**src/srrw_pkg.sv**
```systemverilog
`timescale 1ns / 1ps
// ----------------------------------------------------------------------------
// srrw_pkg
// Types, widths and codes shared by the selective-repeat receiver window.
// ----------------------------------------------------------------------------
package srrw_pkg;

	localparam int DEF_MAX_WINDOW  = 16;
	localparam int DEF_MAX_PAYLOAD = 1024;

	localparam int SEQ_W      = 32;
	localparam int TAG_W      = 16;
	localparam int LEN_W      = 11;
	localparam int WLIM_W     = 5;
	localparam int CFG_IDX_W  = 1;
	localparam int CFG_DATA_W = 32;

	localparam logic [CFG_IDX_W-1:0] REG_WINDOW_LIMIT   = 1'd0;
	localparam logic [CFG_IDX_W-1:0] REG_EXPECTED_BYTES = 1'd1;

	localparam logic [WLIM_W-1:0] WLIM_RESET = 5'd8;

	localparam logic KIND_DELIVER = 1'b0;
	localparam logic KIND_ACK     = 1'b1;

	typedef struct packed {
		logic [SEQ_W-1:0] seq_number;
		logic [TAG_W-1:0] payload_tag;
		logic [LEN_W-1:0] payload_length;
	} packet_word_t;

	typedef struct packed {
		logic             kind;
		logic [SEQ_W-1:0] out_seq;
		logic [TAG_W-1:0] out_tag;
		logic [LEN_W-1:0] out_length;
		logic             last;
		logic             done_res;
	} result_word_t;

	typedef struct packed {
		logic [TAG_W-1:0] tag;
		logic [LEN_W-1:0] len;
	} slot_entry_t;

endpackage

```
**src/srrw_chan_if.sv**
```systemverilog
`timescale 1ns / 1ps
// ----------------------------------------------------------------------------
// srrw_chan_if
// Valid/ready channel carrying one word of a given type.
// ----------------------------------------------------------------------------
interface srrw_chan_if #(
	parameter type word_t = logic
);
	logic  valid;
	logic  ready;
	word_t data;

	modport source (output valid, output data, input ready);
	modport sink (input valid, input data, output ready);
endinterface

```
**src/srrw_slot_mem.sv**
```systemverilog
`timescale 1ns / 1ps
// ----------------------------------------------------------------------------
// srrw_slot_mem
// Slot store for buffered tag/length, one write and one registered read per
// cycle; a write to the address being read is forwarded to the read data.
// ----------------------------------------------------------------------------
module srrw_slot_mem
	import srrw_pkg::*;
#(
	parameter int DEPTH  = DEF_MAX_WINDOW,
	parameter int SLOT_W = (DEPTH > 1) ? $clog2(DEPTH) : 1
) (
	input  logic              clk,
	input  logic              wr_en,
	input  logic [SLOT_W-1:0] wr_addr,
	input  slot_entry_t       wr_data,
	input  logic [SLOT_W-1:0] rd_addr,
	output slot_entry_t       rd_data
);

	slot_entry_t mem [DEPTH];
	slot_entry_t rd_q;

	always_ff @(posedge clk) begin
		if (wr_en) begin
			mem[wr_addr] <= wr_data;
		end
	end

	always_ff @(posedge clk) begin
		if (wr_en && (wr_addr == rd_addr)) begin
			rd_q <= wr_data;
		end else begin
			rd_q <= mem[rd_addr];
		end
	end

	assign rd_data = rd_q;

endmodule

```
**src/sr_receiver_reorder_window.sv**
```systemverilog
`timescale 1ns / 1ps
// ----------------------------------------------------------------------------
// sr_receiver_reorder_window
// Selective-repeat receiver: buffers out-of-order packets, delivers the
// contiguous run at the window base in order, acks in-window and recent ones.
// ----------------------------------------------------------------------------
// A packet releasing n entries (1..MAX_WINDOW) is walked with one slot memory
//   read per entry, then a stop and an ack; an ack-only packet only acks. No new
//   packet is taken until the ack is issued, and result stalls hold the walk and
//   the ack. Dropped or ignored packets give no word.
// Reset: base, slot valid flags, byte counter and done flag clear at once;
//   window limit returns to 8; slot memory is not cleared.
module sr_receiver_reorder_window
	import srrw_pkg::*;
#(
	parameter int MAX_WINDOW  = DEF_MAX_WINDOW,
	parameter int MAX_PAYLOAD = DEF_MAX_PAYLOAD
) (
	input  logic                  clk,
	input  logic                  arst_n,
	input  logic                  cfg_wr_en,
	input  logic [CFG_IDX_W-1:0]  cfg_index,
	input  logic [CFG_DATA_W-1:0] cfg_data,
	srrw_chan_if.sink             packet,
	srrw_chan_if.source           result
);

	localparam int SLOT_W = (MAX_WINDOW > 1) ? $clog2(MAX_WINDOW) : 1;
	localparam int WIN_W  = $clog2(MAX_WINDOW + 1);

	localparam logic [1:0] ST_IDLE = 2'd0;
	localparam logic [1:0] ST_WALK = 2'd1;
	localparam logic [1:0] ST_ACK  = 2'd2;

	logic [1:0]            state_q;
	logic [SEQ_W-1:0]      base_q;
	logic [SLOT_W-1:0]     base_slot_q;
	logic [MAX_WINDOW-1:0] slot_valid_q;
	logic [SEQ_W-1:0]      bytes_q;
	logic                  finished_q;
	logic [WLIM_W-1:0]     wlim_q;
	logic [WIN_W-1:0]      walked_q;
	logic [SEQ_W-1:0]      seq_q;
	result_word_t          out_q;
	logic                  out_valid_q;

	packet_word_t          pkt;
	logic                  accept;
	logic                  out_free;
	logic [WIN_W-1:0]      w_eff;
	logic [SEQ_W-1:0]      ahead;
	logic [SEQ_W-1:0]      behind;
	logic                  in_win;
	logic                  behind_ok;
	logic [SLOT_W:0]       slot_sum;
	logic [SLOT_W:0]       slot_red;
	logic [SLOT_W-1:0]     seq_slot;
	logic                  buf_wr;
	logic [LEN_W-1:0]      len_sat;
	slot_entry_t           wr_entry;
	slot_entry_t           rd_entry;
	logic [SLOT_W-1:0]     rd_addr;
	logic [SLOT_W-1:0]     base_slot_nxt;
	logic                  walk_stop;
	logic                  walk_emit;
	logic                  ack_emit;
	logic [SEQ_W-1:0]      bytes_nxt;

	assign pkt          = packet.data;
	assign packet.ready = (state_q == ST_IDLE);
	assign accept       = packet.valid && packet.ready;
	assign out_free     = !out_valid_q || result.ready;
	assign result.valid = out_valid_q;
	assign result.data  = out_q;

	always_comb begin
		if (wlim_q == '0) begin
			w_eff = WIN_W'(1);
		end else if (32'(wlim_q) > 32'(MAX_WINDOW)) begin
			w_eff = WIN_W'(MAX_WINDOW);
		end else begin
			w_eff = WIN_W'(wlim_q);
		end
	end

	assign ahead     = pkt.seq_number - base_q;
	assign behind    = base_q - pkt.seq_number;
	assign in_win    = ahead < SEQ_W'(w_eff);
	assign behind_ok = (behind != '0) && (behind <= SEQ_W'(w_eff));

	// slot = seq mod MAX_WINDOW, from the base slot; a wrapped seq is small
	assign slot_sum = (SLOT_W + 1)'(base_slot_q) + ahead[SLOT_W:0];
	assign slot_red = (slot_sum >= (SLOT_W + 1)'(MAX_WINDOW)) ?
		slot_sum - (SLOT_W + 1)'(MAX_WINDOW) : slot_sum;
	assign seq_slot = (pkt.seq_number < base_q) ?
		pkt.seq_number[SLOT_W-1:0] : slot_red[SLOT_W-1:0];

	assign len_sat = (32'(pkt.payload_length) > 32'(MAX_PAYLOAD)) ?
		LEN_W'(MAX_PAYLOAD) : pkt.payload_length;
	assign wr_entry = '{tag: pkt.payload_tag, len: len_sat};
	assign buf_wr   = accept && !finished_q && in_win && !slot_valid_q[seq_slot];

	assign base_slot_nxt = (base_q == '1) ? '0 :
		(base_slot_q == SLOT_W'(MAX_WINDOW - 1)) ? '0 : base_slot_q + 1'b1;

	assign walk_stop = !slot_valid_q[base_slot_q] || (walked_q == WIN_W'(MAX_WINDOW));
	assign walk_emit = (state_q == ST_WALK) && !walk_stop && out_free;
	assign ack_emit  = (state_q == ST_ACK) && out_free;
	assign rd_addr   = walk_emit ? base_slot_nxt : base_slot_q;

	assign bytes_nxt = (bytes_q > SEQ_W'(rd_entry.len)) ?
		bytes_q - SEQ_W'(rd_entry.len) : '0;

	srrw_slot_mem #(
		.DEPTH  (MAX_WINDOW),
		.SLOT_W (SLOT_W)
	) u_slot_mem (
		.clk     (clk),
		.wr_en   (buf_wr),
		.wr_addr (seq_slot),
		.wr_data (wr_entry),
		.rd_addr (rd_addr),
		.rd_data (rd_entry)
	);

	always_ff @(posedge clk or negedge arst_n) begin
		if (!arst_n) begin
			state_q      <= ST_IDLE;
			base_q       <= '0;
			base_slot_q  <= '0;
			slot_valid_q <= '0;
			bytes_q      <= '0;
			finished_q   <= 1'b0;
			wlim_q       <= WLIM_RESET;
			walked_q     <= '0;
			out_valid_q  <= 1'b0;
		end else begin
			if (buf_wr) begin
				slot_valid_q[seq_slot] <= 1'b1;
			end
			unique case (state_q)
				ST_IDLE: begin
					if (accept && !finished_q) begin
						if (in_win) begin
							if (!slot_valid_q[seq_slot] && (ahead == '0)) begin
								state_q  <= ST_WALK;
								walked_q <= '0;
							end else begin
								state_q <= ST_ACK;
							end
						end else if (behind_ok) begin
							state_q <= ST_ACK;
						end
					end
				end
				ST_WALK: begin
					if (walk_stop) begin
						state_q <= ST_ACK;
					end else if (walk_emit) begin
						slot_valid_q[base_slot_q] <= 1'b0;
						base_q      <= base_q + 1'b1;
						base_slot_q <= base_slot_nxt;
						walked_q    <= walked_q + 1'b1;
						bytes_q     <= bytes_nxt;
						if (bytes_nxt == '0) begin
							finished_q <= 1'b1;
						end
					end
				end
				ST_ACK: begin
					if (out_free) begin
						state_q <= ST_IDLE;
					end
				end
				default: begin
					state_q <= ST_IDLE;
				end
			endcase
			if (walk_emit || ack_emit) begin
				out_valid_q <= 1'b1;
			end else if (result.ready) begin
				out_valid_q <= 1'b0;
			end
			if (cfg_wr_en) begin
				unique case (cfg_index)
					REG_WINDOW_LIMIT:   wlim_q  <= cfg_data[WLIM_W-1:0];
					REG_EXPECTED_BYTES: bytes_q <= cfg_data[SEQ_W-1:0];
					default: ;
				endcase
			end
		end
	end

	always_ff @(posedge clk) begin
		if (accept) begin
			seq_q <= pkt.seq_number;
		end
		if (walk_emit) begin
			out_q <= '{kind: KIND_DELIVER, out_seq: base_q, out_tag: rd_entry.tag,
				out_length: rd_entry.len, last: 1'b0,
				done_res: finished_q || (bytes_nxt == '0)};
		end else if (ack_emit) begin
			out_q <= '{kind: KIND_ACK, out_seq: seq_q, out_tag: '0,
				out_length: '0, last: 1'b1, done_res: finished_q};
		end
	end

`ifndef NO_ASSERTIONS
	a_deliver_not_last: assert property (@(posedge clk) disable iff (!arst_n)
		(out_valid_q && (out_q.kind == KIND_DELIVER)) |-> !out_q.last)
		else $error("deliver word marked last");

	a_done_sticky: assert property (@(posedge clk) disable iff (!arst_n)
		finished_q |=> finished_q)
		else $error("done flag cleared without reset");

	a_walk_clears_slot: assert property (@(posedge clk) disable iff (!arst_n)
		walk_emit |=> !slot_valid_q[$past(base_slot_q)])
		else $error("delivered slot still valid");

	a_bytes_no_rise: assert property (@(posedge clk) disable iff (!arst_n)
		!cfg_wr_en |=> (bytes_q <= $past(bytes_q)))
		else $error("byte counter rose without a write");
`endif

endmodule
```
**src/flat_wrapper.sv**
```systemverilog
// flat-port wrapper written by rule: the top's interface ports become plain ports
module sr_receiver_reorder_window_flat import srrw_pkg::*;
#(
	parameter int MAX_WINDOW  = DEF_MAX_WINDOW,
	parameter int MAX_PAYLOAD = DEF_MAX_PAYLOAD
)
  (clk, arst_n, cfg_wr_en, cfg_index, cfg_data, packet_valid, packet_data, packet_ready, result_valid, result_data, result_ready);
  srrw_chan_if packet_i ();
  srrw_chan_if result_i ();
  input  logic clk;
  input  logic arst_n;
  input  logic cfg_wr_en;
  input  logic [CFG_IDX_W-1:0] cfg_index;
  input  logic [CFG_DATA_W-1:0] cfg_data;
  input wire logic [$bits(packet_i.valid)-1:0] packet_valid;
  input wire logic [$bits(packet_i.data)-1:0] packet_data;
  output wire logic [$bits(packet_i.ready)-1:0] packet_ready;
  output wire logic [$bits(result_i.valid)-1:0] result_valid;
  output wire logic [$bits(result_i.data)-1:0] result_data;
  input wire logic [$bits(result_i.ready)-1:0] result_ready;
  assign packet_i.valid = packet_valid;
  assign packet_i.data = packet_data;
  assign packet_ready = packet_i.ready;
  assign result_valid = result_i.valid;
  assign result_data = result_i.data;
  assign result_i.ready = result_ready;
  sr_receiver_reorder_window #(.MAX_WINDOW(MAX_WINDOW), .MAX_PAYLOAD(MAX_PAYLOAD)) u_core (.clk(clk), .arst_n(arst_n), .cfg_wr_en(cfg_wr_en), .cfg_index(cfg_index), .cfg_data(cfg_data), .packet(packet_i), .result(result_i));
endmodule
```
**config.mk**
```make
export PLATFORM = sky130hd
export DESIGN_NAME = sr_receiver_reorder_window_flat
export DESIGN_NICKNAME = d
export VERILOG_FILES = /design/src/srrw_pkg.sv /design/src/srrw_chan_if.sv /design/src/srrw_slot_mem.sv /design/src/sr_receiver_reorder_window.sv /design/src/flat_wrapper.sv
export SDC_FILE = /design/constraint.sdc
export NUM_CORES = 1
export LEC_CHECK = 0
export BUFFER_PORTS_ARGS = -buffer_cell sky130_fd_sc_hd__buf_2
export CAP_MARGIN = 20
export CORE_MARGIN = 2
export CORE_UTILIZATION = 40
export DETAILED_ROUTE_END_ITERATION = 16
export SLEW_MARGIN = 20
export SYNTH_ARGS = -nofsm -noshare
export SYNTH_HDL_FRONTEND = slang
export SYNTH_SLANG_ARGS = --single-unit
```
**constraint.sdc**
```tcl
create_clock -name clk -period 6.2 [get_ports clk]
set_input_delay 0.62 -clock clk [delete_from_list [all_inputs] [get_ports clk]]
set_output_delay 0.62 -clock clk [all_outputs]
set_load 0.01 [all_outputs]
```
==> metrics.csv <==
metric,value,unit
Max VDD drop,0.000148,V
RSZ-0062 raised after global routing,no,
area occupied by multi-input gates,4820,um2
worst setup path class,register to register,
CTS max path bufs,2,
setup ws final,1.86,ns
"critical path fanouts, max",22,
# setup viols final,0,
Setup WS pre-CTS,2.00,ns
Min-Delay Path Class,input pin to asynchronous set/reset pin,
TritonCTS Sinks,119,
total CTS buffers,17,
Power Density,222,nW/um2
Syn Inst Count,926,
CTS tree,yes,
total power,2.04,mW
status,"finished, final reports clean",
Max Fclk,230,MHz
Max-Slew Margin vs Limit,0.299,
Post-synth EDFFs,17,
top area cells in the synthesized netlist,"dfrtp_1 30%, edfxtp_1 6.2%, xnor2_1 4.2%",
Ports,42,
DR vias/cell,6.03,
post-CTS setup buffer count,0,
area grow syn2layout,11.8,%
Fill cells,2028,
PortBufs,41,
Residual DRC,0,
"Clk Latency, worst-skew pair",0.44,ns
post-CTS sizing,0,
WL per Instance,18.5,um
Synth Cell Area,8220,um2
"Net Count, Synth",989,
Reg area,3040,um2
number of synthesized register bits,119,
H-Tree Depth,4,
Netlist cell types,82,
vias in the first global route,6792,
Yosys top cell area share,0.295,
# hold bufs at CTS,0,
MaxCap Viol Count,0,
remaining global-route overflow,0,
die area,21700,um2
Ys Warns,0,
Syn Area/Cell,8.88,um2
crit share post-route,0.701,
fin crit period,4.34,ns
antenna-violating nets left,0,
Slew @ Worst Pin,1.04,ns
asr flop ratio synth,0.824,
GPL Wtd Cong,0.874,
Routed Wire Length,22.5,mm
Critical Path RT,6.53,ns
most frequent cells in the layout,"97 x dfrtp_1, 89 x nor2_1, 49 x o21ai_0",
Critical Path End Type,register,
most common library cell in the layout ignoring fill and taps,dfrtp_1,
Yosys top cell by area,dfrtp_1,
die height,147,um
vias,7314,
fin nets,992,
DP HPWL,15.8,mm
CTS root buf,clkbuf_16,
final design utilization,0.454,
leak pwr,3.38,nW
CP startpoint kind,register,
setup_tns,0,ns
# diodes,0,
internal reg-to-reg setup slack,1.86,ns
Final Hold Fails,0,
initial antenna violation count,0,
total core area,20200,um2
Clock transition at path regs,0.06,ns
Synth Flop Type,dfrtp_1,
die width,147,um
largest net degree at the start of global routing,65,
initial drt markers,737,
first-pass iteration count of the detailed router,5,
final slew viol count,0,
Worst Clk Skew,0.0155,ns
critical path arrival,4.68,ns
# rows,52,
share of cells above drive strength 1,0.136,
first-pass GRT wire length,37.0,mm
register area share after synthesis,0.370,
initial core utilization,0.406,
Total Routing Usage GR,0.213,
==> final timing paths <==
path,cells after the start,to,from
min,1,u_core.base_q[6],arst_n
max in group asynchronous,2,u_core.bytes_q[27],arst_n
min reg2reg,1,u_core.finished_q,u_core.finished_q
min in group clk,2,u_core.bytes_q[25],cfg_data[25]
max,9,u_core.state_q[1],u_core.base_q[0]
max reg2reg,9,u_core.state_q[1],u_core.base_q[0]
==> final cells by class <==
type	instances	share of cell area
Multi-Input combinational cell	715	0.524
Inverter	25	0.0102
Sequential cell	119	0.331
Clock inverter	10	0.0128
Clock buffer	22	0.0539
Timing Repair Buffer	51	0.0308
Tap cell	270	0.0368
==> sequential cells by signal, summed over array words and instances, names as in the netlist, named ones only <==
signal and count:
u_core.base_q 32, u_core.bytes_q 32, u_core.slot_valid_q 16, u_core.u_slot_mem.mem 16, u_core.walked_q 5, u_core.wlim_q 5, u_core.base_slot_q 4, u_core.state_q 2
u_core.finished_q 1, u_core.result.data 1, u_core.result.valid 1
==> synth_stat cells, types with 4 or more instances <==
| cell | n |
|---|---|
| a2111oi_0 | 8 |
| a211oi_1 | 5 |
| a21o_1 | 4 |
| a21oi_1 | 41 |
| a22o_1 | 7 |
| a31oi_1 | 44 |
| and2_1 | 4 |
| and3_1 | 10 |
| and4_1 | 5 |
| buf_2 | 10 |
| clkbuf_1 | 51 |
| dfrtp_1 | 97 |
| dfxtp_1 | 4 |
| edfxtp_1 | 17 |
| ha_1 | 23 |
| inv_1 | 25 |
| mux2_2 | 4 |
| mux2i_1 | 8 |
| mux4_2 | 11 |
| nand2_1 | 47 |
| nand2b_1 | 12 |
| nand3_1 | 44 |
| nand3b_1 | 13 |
| nand4_1 | 15 |
| nand4b_1 | 4 |
| nor2_1 | 89 |
| nor2b_1 | 10 |
| nor3_1 | 41 |
| nor3b_1 | 5 |
| nor4_1 | 39 |
| o211ai_1 | 5 |
| o21a_1 | 7 |
| o21ai_0 | 49 |
| o311ai_0 | 5 |
| o31ai_1 | 4 |
| o41ai_1 | 4 |
| or2_2 | 6 |
| or3_1 | 21 |
| or4_1 | 12 |
| xnor2_1 | 39 |
| xor2_1 | 16 |
==> kinds of logic after synthesis <==
| kind of cell | Yosys count | share of synthesized area |
|---|---|---|
| buffers and inverters | 92 | 0.0460 |
| adder cells (fa/ha/maj) | 24 | 0.0374 |
| XOR/XNOR | 56 | 0.0613 |
| flip-flops | 119 | 0.370 |
| AND/OR/NAND/NOR | 396 | 0.265 |
| AO/OA/AOI/OAI | 216 | 0.175 |
| multiplexers | 23 | 0.0453 |
==> power breakdown <==
part / switching, mW / leakage, nW / total, mW / internal, mW
Combinational: 0.0784 / 1.66 / 0.142 / 0.0636
Clock: 0.380 / 0.289 / 1.03 / 0.646
Sequential: 0.0441 / 1.43 / 0.868 / 0.824
==> routing by layer <==
metal | global-route usage | wire, um
met1 | 0.320 | 11000
met2 | 0.305 | 9730
met3 | 0.0432 | 1350
met5 | 0 | 0
met4 | 0.0702 | 389
==> critical path, stage by stage (launching register included) <==
cell and delay, ns:
dfrtp_1 0.47, inv_1 0.15, ha_1 0.22, nor3b_2 0.47
nand4_1 0.57, or4_1 0.83, o31a_1 0.35, o21ai_2 0.72
a2111oi_0 0.17, a211oi_1 0.27
==> metrics by stage <==
step	instances	instance area, um2	hold slack [ns]
2_1_floorplan	926	8220	0.324
3_3_place_gp	1180	8580	0.482
3_5_place_dp	1180	8580	0.499
4_1_cts	1212	9190	0.144
5_1_grt	1212	9190	0.156
6_report	1212	9190	0.115
(Power assumes the default switching activity.)
